## src/sv/imu_fp_pkg.sv

```systemverilog
// ---------------------------------------------------------------------------
// IMU frame pair parser package
// Shared constants, frame codes and the result item type.
// ---------------------------------------------------------------------------
package imu_fp_pkg;

  // Payload framing: two frames of eleven bytes each.
  localparam logic [4:0] PayloadLen = 5'd22;
  localparam logic [4:0] FrameLen   = 5'd11;

  // Byte offsets inside one frame.
  localparam logic [3:0] OffHeader   = 4'd0;
  localparam logic [3:0] OffType     = 4'd1;
  localparam logic [3:0] OffLow0     = 4'd2;
  localparam logic [3:0] OffHigh0    = 4'd3;
  localparam logic [3:0] OffLow1     = 4'd4;
  localparam logic [3:0] OffHigh1    = 4'd5;
  localparam logic [3:0] OffLow2     = 4'd6;
  localparam logic [3:0] OffHigh2    = 4'd7;
  localparam logic [3:0] OffChecksum = 4'd10;

  // Frame header and type bytes.
  localparam logic [7:0] HdrByte   = 8'h55;
  localparam logic [7:0] TypeAngle = 8'h53;
  localparam logic [7:0] TypeRate  = 8'h52;

  // What the current frame has shown so far.
  localparam logic [1:0] KindNone  = 2'd0;
  localparam logic [1:0] KindHdr   = 2'd1;
  localparam logic [1:0] KindAngle = 2'd2;
  localparam logic [1:0] KindRate  = 2'd3;

  // One result item.
  typedef struct packed {
    logic               angle_found;
    logic               gyro_found;
    logic               frame_valid;
    logic signed [15:0] roll_angle;
    logic signed [15:0] pitch_angle;
    logic signed [15:0] yaw_angle;
    logic signed [15:0] rate_x;
    logic signed [15:0] rate_y;
    logic signed [15:0] rate_z;
  } result_t;

endpackage

```

## src/sv/imu_frame_pair_parser.sv

```systemverilog
// Path: the 22nd byte is held in the input register, and its result item is
// loaded into the result register when the core consumes that byte.
// Throughput: one byte per cycle; the input register and the result register
// decouple the two channels, so bytes keep flowing while a result waits and
// only the 22nd byte of the next payload waits for the result register.
// Reset: asynchronous, active low; the block then ignores bytes until one
// arrives with payload_start_i set.
// ---------------------------------------------------------------------------
// IMU frame pair parser, top level
// Parses a 22-byte payload as two frames, each an angle or an angular rate frame.
// ---------------------------------------------------------------------------
module imu_frame_pair_parser (
  input  logic               clk_i,
  input  logic               rst_ni,
  // Byte input channel.
  input  logic               in_valid_i,
  output logic               in_ready_o,
  input  logic [7:0]         data_byte_i,
  input  logic               payload_start_i,
  // Result output channel.
  output logic               out_valid_o,
  input  logic               out_ready_i,
  output logic               angle_found_o,
  output logic               gyro_found_o,
  output logic               frame_valid_o,
  output logic signed [15:0] roll_angle_o,
  output logic signed [15:0] pitch_angle_o,
  output logic signed [15:0] yaw_angle_o,
  output logic signed [15:0] rate_x_o,
  output logic signed [15:0] rate_y_o,
  output logic signed [15:0] rate_z_o
);

  // Input register: holds one accepted item until the core consumes it.
  logic       in_valid_q, in_valid_d;
  logic [7:0] byte_q;
  logic       start_q;

  // Result register.
  logic                out_valid_q, out_valid_d;
  imu_fp_pkg::result_t res_q;

  logic                advance;
  logic                emit;
  imu_fp_pkg::result_t res_c;

  // The core may consume the held item whenever the result register is free
  // or is being emptied this cycle; items that give no result never wait.
  assign advance    = in_valid_q && (!emit || !out_valid_q || out_ready_i);
  assign in_ready_o = !in_valid_q || advance;

  always_comb begin
    in_valid_d = in_valid_q;
    if (advance) begin
      in_valid_d = 1'b0;
    end
    if (in_valid_i && in_ready_o) begin
      in_valid_d = 1'b1;
    end

    out_valid_d = out_valid_q;
    if (out_ready_i) begin
      out_valid_d = 1'b0;
    end
    if (advance && emit) begin
      out_valid_d = 1'b1;
    end
  end

  imu_fp_parser u_parser (
    .clk_i           (clk_i),
    .rst_ni          (rst_ni),
    .en_i            (advance),
    .data_byte_i     (byte_q),
    .payload_start_i (start_q),
    .emit_o          (emit),
    .result_o        (res_c)
  );

  always_ff @(posedge clk_i or negedge rst_ni) begin
    if (!rst_ni) begin
      in_valid_q  <= 1'b0;
      out_valid_q <= 1'b0;
    end else begin
      in_valid_q  <= in_valid_d;
      out_valid_q <= out_valid_d;
    end
  end

  // Payload registers carry no reset; their valid bits guard them.
  always_ff @(posedge clk_i) begin
    if (in_valid_i && in_ready_o) begin
      byte_q  <= data_byte_i;
      start_q <= payload_start_i;
    end
    if (advance && emit) begin
      res_q <= res_c;
    end
  end

  assign out_valid_o   = out_valid_q;
  assign angle_found_o = res_q.angle_found;
  assign gyro_found_o  = res_q.gyro_found;
  assign frame_valid_o = res_q.frame_valid;
  assign roll_angle_o  = res_q.roll_angle;
  assign pitch_angle_o = res_q.pitch_angle;
  assign yaw_angle_o   = res_q.yaw_angle;
  assign rate_x_o      = res_q.rate_x;
  assign rate_y_o      = res_q.rate_y;
  assign rate_z_o      = res_q.rate_z;

endmodule

```

## src/sv/imu_fp_parser.sv

```systemverilog
// ---------------------------------------------------------------------------
// IMU frame pair parser core
// Holds the payload state and decodes one byte per enabled cycle.
// ---------------------------------------------------------------------------
module imu_fp_parser (
  input  logic                 clk_i,
  input  logic                 rst_ni,
  input  logic                 en_i,
  input  logic [7:0]           data_byte_i,
  input  logic                 payload_start_i,
  output logic                 emit_o,
  output imu_fp_pkg::result_t  result_o
);

  logic [4:0]       pos_q, pos_d, pos_c, h_wide;
  logic [3:0]       h;
  logic [7:0]       sum_q, sum_d;
  logic [1:0]       kind_q, kind_d, kind_c;
  logic [7:0]       low_q, low_d;
  logic [2:0][15:0] half_q, half_d;
  logic [2:0][15:0] angle_q, angle_d;
  logic [2:0][15:0] rate_q, rate_d;
  logic [1:0]       flags_q, flags_d, flags_c;
  logic             active;

  always_comb begin
    // A start byte restarts the payload at this very byte.
    pos_c   = payload_start_i ? 5'd0 : pos_q;
    flags_c = payload_start_i ? 2'b00 : flags_q;
    kind_c  = payload_start_i ? imu_fp_pkg::KindNone : kind_q;
    active  = pos_c < imu_fp_pkg::PayloadLen;
    h_wide  = (pos_c >= imu_fp_pkg::FrameLen) ? (pos_c - imu_fp_pkg::FrameLen) : pos_c;
    h       = h_wide[3:0];

    pos_d   = pos_c;
    sum_d   = sum_q;
    kind_d  = kind_c;
    low_d   = low_q;
    half_d  = half_q;
    angle_d = angle_q;
    rate_d  = rate_q;
    flags_d = flags_c;

    if (active) begin
      pos_d = pos_c + 5'd1;
      case (h)
        imu_fp_pkg::OffHeader: begin
          kind_d = (data_byte_i == imu_fp_pkg::HdrByte) ? imu_fp_pkg::KindHdr
                                                         : imu_fp_pkg::KindNone;
          sum_d  = data_byte_i;
        end
        imu_fp_pkg::OffChecksum: begin
          if ((kind_c == imu_fp_pkg::KindAngle || kind_c == imu_fp_pkg::KindRate) &&
              sum_q == data_byte_i) begin
            if (kind_c == imu_fp_pkg::KindAngle) begin
              angle_d    = half_q;
              flags_d[0] = 1'b1;
            end else begin
              rate_d     = half_q;
              flags_d[1] = 1'b1;
            end
          end
        end
        default: begin
          sum_d = sum_q + data_byte_i;
          case (h)
            imu_fp_pkg::OffType: begin
              if (kind_c == imu_fp_pkg::KindHdr && data_byte_i == imu_fp_pkg::TypeAngle) begin
                kind_d = imu_fp_pkg::KindAngle;
              end else if (kind_c == imu_fp_pkg::KindHdr &&
                           data_byte_i == imu_fp_pkg::TypeRate) begin
                kind_d = imu_fp_pkg::KindRate;
              end else begin
                kind_d = imu_fp_pkg::KindNone;
              end
            end
            imu_fp_pkg::OffLow0, imu_fp_pkg::OffLow1, imu_fp_pkg::OffLow2: begin
              low_d = data_byte_i;
            end
            imu_fp_pkg::OffHigh0: half_d[0] = {data_byte_i, low_q};
            imu_fp_pkg::OffHigh1: half_d[1] = {data_byte_i, low_q};
            imu_fp_pkg::OffHigh2: half_d[2] = {data_byte_i, low_q};
            default: ;
          endcase
        end
      endcase
    end

    emit_o = active && (pos_c == imu_fp_pkg::PayloadLen - 5'd1);

    // Triples of a type that was not found read as zero.
    result_o.angle_found = flags_d[0];
    result_o.gyro_found  = flags_d[1];
    result_o.frame_valid = |flags_d;
    result_o.roll_angle  = flags_d[0] ? angle_d[0] : 16'sd0;
    result_o.pitch_angle = flags_d[0] ? angle_d[1] : 16'sd0;
    result_o.yaw_angle   = flags_d[0] ? angle_d[2] : 16'sd0;
    result_o.rate_x      = flags_d[1] ? rate_d[0] : 16'sd0;
    result_o.rate_y      = flags_d[1] ? rate_d[1] : 16'sd0;
    result_o.rate_z      = flags_d[1] ? rate_d[2] : 16'sd0;
  end

  always_ff @(posedge clk_i or negedge rst_ni) begin
    if (!rst_ni) begin
      pos_q   <= imu_fp_pkg::PayloadLen;
      sum_q   <= '0;
      kind_q  <= imu_fp_pkg::KindNone;
      flags_q <= '0;
    end else if (en_i) begin
      pos_q   <= pos_d;
      sum_q   <= sum_d;
      kind_q  <= kind_d;
      flags_q <= flags_d;
    end
  end

  // Value registers carry no reset; values reach the result only once the matching flag is set.
  always_ff @(posedge clk_i) begin
    if (en_i) begin
      low_q   <= low_d;
      half_q  <= half_d;
      angle_q <= angle_d;
      rate_q  <= rate_d;
    end
  end

endmodule

```

## config.mk

```make
export PLATFORM = sky130hd
export DESIGN_NAME = imu_frame_pair_parser
export DESIGN_NICKNAME = d
export VERILOG_FILES = /design/src/sv/imu_fp_pkg.sv /design/src/sv/imu_frame_pair_parser.sv /design/src/sv/imu_fp_parser.sv
export SDC_FILE = /design/constraint.sdc
export NUM_CORES = 1
export LEC_CHECK = 0
export ABC_CLOCK_PERIOD_IN_PS = 8550
export BUFFER_PORTS_ARGS = -buffer_cell sky130_fd_sc_hd__buf_2
export CORE_UTILIZATION = 40
export DETAILED_ROUTE_END_ITERATION = 7
export HOLD_SLACK_MARGIN = 0.15
export PLACE_DENSITY = 0.6
export SYNTH_ARGS = -nofsm -noshare
export SYNTH_HDL_FRONTEND = slang
export SYNTH_SLANG_ARGS = --single-unit
```

## constraint.sdc

```tcl
create_clock -name clk_i -period 8.55 [get_ports clk_i]
set_clock_uncertainty 0.05 [all_clocks]
set_input_delay 1.2825 -clock clk_i [delete_from_list [all_inputs] [get_ports clk_i]]
set_output_delay 1.2825 -clock clk_i [all_outputs]
set_load 0.02 [all_outputs]
```

# Word level (Yosys, flattened, before mapping)
# Cells that the tools add are included.
[totals]
regBits = 279
inputBits = 13
[op_classes]
order_cmp = 2
n_addsub = 3
eq_ne = 16
muxes = 29
bitwise_logic = 2
n_reduce_logical = 25
[ops]
columns = ["op", "count"]
rows = [
  ["2-to-1 mux 48 bit", 8],
  ["equality test 8 x 7 -> 1 bit (second input constant)", 3],
  ["2-to-1 mux 2 bit", 9],
  ["equality test 4 x 3 -> 1 bit (second input constant)", 4],
  ["one-hot mux 8 bit (2 select lines)", 1],
  ["AND reduction 4 bit", 4],
  ["2-to-1 mux 5 bit", 2],
  ["adder 8 bit", 1],
  ["equality test 4 x 2 -> 1 bit (second input constant)", 2],
  ["equality test 8 bit", 1],
  ["logical AND 1 bit", 7],
  ["2-to-1 mux 1 bit", 7],
  ["adder 5 x 1 -> 5 bit (second input constant)", 1],
  ["equality test 5 bit (second input constant)", 1],
  ["greater-or-equal comparator 5 x 4 -> 1 bit (second input constant)", 1],
  ["< comparator 5 bit (second input constant)", 1],
  ["equality test 2 bit (second input constant)", 2],
  ["equality test 4 x 1 -> 1 bit (second input constant)", 1],
  ["equality test 4 bit (second input constant)", 1],
  ["zero test 4 bit", 1],
  ["logical OR 1 bit", 4],
  ["2-to-1 mux 4 bit", 1],
  ["one-hot mux 2 bit (2 select lines)", 1],
  ["nonzero test 2 bit", 2],
  ["other kinds (7)", 11],
]

# Logic depth before layout (Yosys ltp)
[depth]
word_depth = 10
ltp_mapped = 14

# Modules after synthesis
# A second synthesis with hierarchy kept.
[unflattened]
cells_unflattened = 690
area_unflattened_um2 = 11566.1
[modules_own_cells]
columns = ["mod", "instances", "cells_per_inst", "area_per_inst_um2"]
rows = [
  ["imu_fp_parser", 1, 572, 8215.4],
  ["imu_frame_pair_parser", 1, 118, 3350.7],
]

# Worst setup path after synthesis
# Ideal clock, no wire load.
[synth_path]
kind = "input port to flip-flop"
from = "in out_ready_i"
to = "reg res_q, in the netlist angle_found_o (enable)"
t_arrival_ns = 5.955
path_stages = 4
setup_time_ns = 0.468
slack_ns = 2.077
required_time_ns = 8.032
path_cell_list = "nand2b_1 > o41ai_2 > inv_1 > and2_1"
[synth_between]
elab_chain_cells = 3
[synth_lines]
columns = ["item", "line", "source"]
rows = [
  ["start, declared", "imu_frame_pair_parser.sv:22", "input logic out_ready_i,"],
  ["logical OR 1 bit", "imu_frame_pair_parser.sv:49", "assign advance = in_valid_q && (!emit || !out_valid_q || out_ready_i);"],
  ["logical AND 1 bit", "imu_frame_pair_parser.sv:49", ""],
  ["logical AND 1 bit", "imu_frame_pair_parser.sv:96", "if (advance && emit) begin"],
  ["end signal, assigned", "imu_frame_pair_parser.sv:97", "res_q <= res_c;"],
  ["end, declared", "imu_frame_pair_parser.sv:41", "imu_fp_pkg::result_t res_q;"],
]
# No other way between the ends.
# A chain may end at the register's enable or synchronous reset.

# Worst setup path in the final report
[layout_path]
from = "reg start_q"
to = "reg res_q, in the netlist rate_x_o[4], data pin"
[layout_between]
elab_chain_cells = 7
elab_cells_between_ends = 20
cone_classes = "add/sub (1); order compare (2); eq/ne (3); mux (12); reduce/logical (2)"
[layout_lines]
columns = ["item", "line", "source"]
rows = [
  ["start, declared", "imu_frame_pair_parser.sv:37", "logic start_q;"],
  ["start signal, assigned", "imu_frame_pair_parser.sv:94", "start_q <= payload_start_i;"],
  ["parallel branches: the longest is 7 deep, another holds subtractor 4 bit", "-", ""],
]
# Parallel ways; which one is timed is not known.

==> flow_summary.toml <==
[drt]
routed_wl_mm = 23.2
via_per_inst = 5.30
detailedRoute.firstPassIterationCount = 5
drt.antenna.violating_nets = 0
detailedRoute.firstIterationViolations = 498
post_drt_wl_per_cell_microns = 19.2
detailroute.via_count = 6408
post-route-drc-count = 0

[timing]
grt_setup_unrepaired = "no"
final.hold.worst_slack_ps = 437
relSlewSlack_pct = 14.2
timing.fmax_mhz = 238
post-route-min-period_ps = 4200
post_route_setup_tns_ps = 0
timing.final.max_slew_violations = 0
min_period_over_period_pct = 49.1
tightestPinTransition_ps = 1280
final_hold_viol_count = 0
setup_viol_count_final = 0

[finish]
multi_input_comb_area_sq_mm = 0.00309
final_layout_size_suffix_gt1_share_pct = 33.5
antennaDiodeCount = 0
most-common-layout-cells = "sky130_fd_sc_hd__edfxtp_1, sky130_fd_sc_hd__buf_2, sky130_fd_sc_hd__mux2_2, sky130_fd_sc_hd__a22o_1, sky130_fd_sc_hd__clkbuf_16"
layout.cells.non_filler = 1209
layout.cells.most_common = "sky130_fd_sc_hd__edfxtp_1"
fillerInstances = 2474
areaGrowthSynthToFinish_pct = 16.3
nets = 831
ff_latch_area_sq_mm = 0.00829

[logic_synthesis]
dominant_register_cell_in_the_synthesized_netlist = "sky130_fd_sc_hd__edfxtp_1"
synth_seq_cells = 279
syn-cell-area_sq_mm = 0.0116
asyncSetResetFlopFracSynth_pct = 6.81
synth_largest_type_area_fraction_pct = 67.5
synth_sequential_area_ratio_pct = 71.6
ys_warn_count = 0
synth_top_cell_by_area = "sky130_fd_sc_hd__edfxtp_1"
synth_enable_flop_cells = 260
synth.top_cells.by_area = "sky130_fd_sc_hd__edfxtp_1, sky130_fd_sc_hd__mux2_2, sky130_fd_sc_hd__a22o_1, sky130_fd_sc_hd__dfrtp_1, sky130_fd_sc_hd__buf_2"
gate_count_after_technology_mapping = 693
syn_nets = 716
yosys.cell_types.count = 55
syn_area_per_cell_sq_um = 16.7

[setup_path]
worstPathArrival_ps = 4450
worstSetupStartpointType = "flip-flop"
setup.worst_path.class = "flip-flop to flip-flop"
critical_path_end_type = "flip-flop"
worstPathRequired_ps = 8800
maximum_fanout_along_the_worst_path = 55

[floorplanning]
std_cell_rows = 61
core_region_area_sq_mm = 0.0281
floorplan.die.width_microns = 172
die_h_microns = 172
die_area_sq_mm = 0.0296
num_io_pins = 114
initial_core_util_pct = 41.2

[clocking]
htree_levels = 1
clock_sink_count = 279
cts_resized = 0
post_cts_hold_buffer_count = 0
total_cts_buffers = 30
clkSlewWorstSetupHoldPaths_ps = 60
clkLatencyLatePin_ps = 540
cts_post_setup_buffers_inserted = 0
ctsLongestPathBuffers = 3
clock_root_buffer_master = "sky130_fd_sc_hd__clkbuf_16"
tritoncts = "done"

[power_and_ir_drop]
netSwitchingPower_mw = 0.696
combinational_fraction_of_design_power_pct = 8.0
pwr-share-seq_pct = 52.0
power.internal_mw = 2.33
power.density_cell_area_mw_per_mm2 = 225
netSwitchingFraction_pct = 23.0
ir_worst_vdd_mv = 0.179
total_leakage_power_nw = 4.28
p_clk_share_pct = 40.0
totalPowerFinal_mw = 3.03

[place]
dp.final_hpwl_mm = 14.0
portBuffers = 113
gp_routability_congestion = 0.780
placed_cells_incl_taps = 1154

[global_routing]
grt_max_degree = 87
grt.total_usage_pct = 15.6
grt.overflow.total = 0
grt_first_pass_wirelength_mm = 35.1
vias_in_the_first_global_route = 5914
number_of_antenna_violations_at_the_first_check_in_global_routing = 0

[run_status]
outcome = "complete, no violations"

[flow_run]
maxCapViolCount = 0

[min_path]
worst_hold_path_type = "flip-flop to flip-flop"
==> power groups by stage <==
stage	clock network, mW	registers [mW]	logic (mW)
after floorplan	0	1.58	0.199
after global placement	0	1.60	0.237
after detailed placement	0	1.60	0.239
after CTS	1.24	1.57	0.241
after global routing	1.28	1.58	0.269
final	1.21	1.57	0.242
==> flip-flops by register name (all words and copies together), names as in the netlist, 5 cells and up <==
name              flops
byte_q                8
pitch_angle_o        16
rate_x_o             16
rate_y_o             16
rate_z_o             16
roll_angle_o         16
u_parser.angle_q     48
u_parser.half_q      48
u_parser.low_q        8
u_parser.pos_q        5
u_parser.rate_q      48
u_parser.sum_q        8
yaw_angle_o          16
==> metrics by stage <==
step	setup slack (ps)	cell area (sq um)	util (%)
floorplan	2080	11600	-
global placement	4380	12500	44.6
detailed placement	4350	12500	44.6
CTS	4340	13500	47.9
global route	3970	13500	47.9
finish	4350	13500	47.9
==> worst paths after layout <==
check	end	cells after the start	startpoint	slack (ps)
setup reg to reg	rate_x_o[4]	12	start_q	4350
setup / recovery	rate_x_o[4]	12	start_q	4350
min in group asynchronous	u_parser.sum_q[7]	1	rst_ni	660
hold / removal	u_parser.sum_q[5]	2	u_parser.sum_q[5]	440
hold reg to reg	u_parser.sum_q[5]	2	u_parser.sum_q[5]	440
max in group asynchronous	u_parser.pos_q[1]	1	rst_ni	7430
==> cells by family (layout without fill, tap and decap cells) <==
logic type | Yosys count | after routing | share of synthesized area [%]
buffers and inverters | 50 | 188 | 1.92
xor gates and xnor gates | 4 | 4 | 0.303
AOI/OAI and AO/OA | 152 | 152 | 10.5
DFF | 279 | 279 | 71.6
adders and majority gates | 10 | 10 | 1.15
muxes | 106 | 106 | 10.2
and+or+nand+nor | 92 | 92 | 4.30
==> routing by layer <==
layer	track usage [%]	vias to the layer above	part of all wire (%)
met3	2.43	33	4.9
met2	23.1	180	44
met1	24.0	3187	49
met5	0	-	0
met4	3.46	0	1.8
li1	-	3008	-
==> critical path, cell delays in order, from the launching register on <==
cell and delay, ps:
sky130_fd_sc_hd__edfxtp_1 550, sky130_fd_sc_hd__clkinv_1 330, sky130_fd_sc_hd__nand2_1 160, sky130_fd_sc_hd__inv_1 50
sky130_fd_sc_hd__ha_1 300, sky130_fd_sc_hd__or4_1 500, sky130_fd_sc_hd__o2bb2ai_1 230, sky130_fd_sc_hd__nand2_2 190
sky130_fd_sc_hd__nor4_4 310, sky130_fd_sc_hd__buf_4 580, sky130_fd_sc_hd__nor2_4 60, sky130_fd_sc_hd__buf_4 340
sky130_fd_sc_hd__a22o_1 270
==> layout make-up <==
| class | count | area share (%) |
|---|---|---|
| clock inverter | 17 | 1.07 |
| sequential | 279 | 61.6 |
| multi-input combinational | 364 | 23.0 |
| clock buffer | 38 | 5.80 |
| inverter | 10 | 0.298 |
| timing repair buffer | 123 | 4.76 |
| tap | 378 | 3.52 |
==> cells in the mapped netlist, drive strengths merged (2+ instances only) <==
master,instances
a21oi,12
a22o,96
a311oi,2
and2,4
buf,28
clkbuf,12
dfrtp,16
dfstp,3
edfxtp,260
ha,9
inv,9
mux2,98
mux2i,8
nand2,26
nand2b,6
nand3,6
nand3b,2
nor2,20
nor2b,5
nor3,5
nor3b,2
nor4,5
o211ai,3
o21a,3
o21ai,18
o31a,2
o41ai,3
or2,2
or3,3
or4,2
xnor2,3
Power figures use the tool's default switching activity.
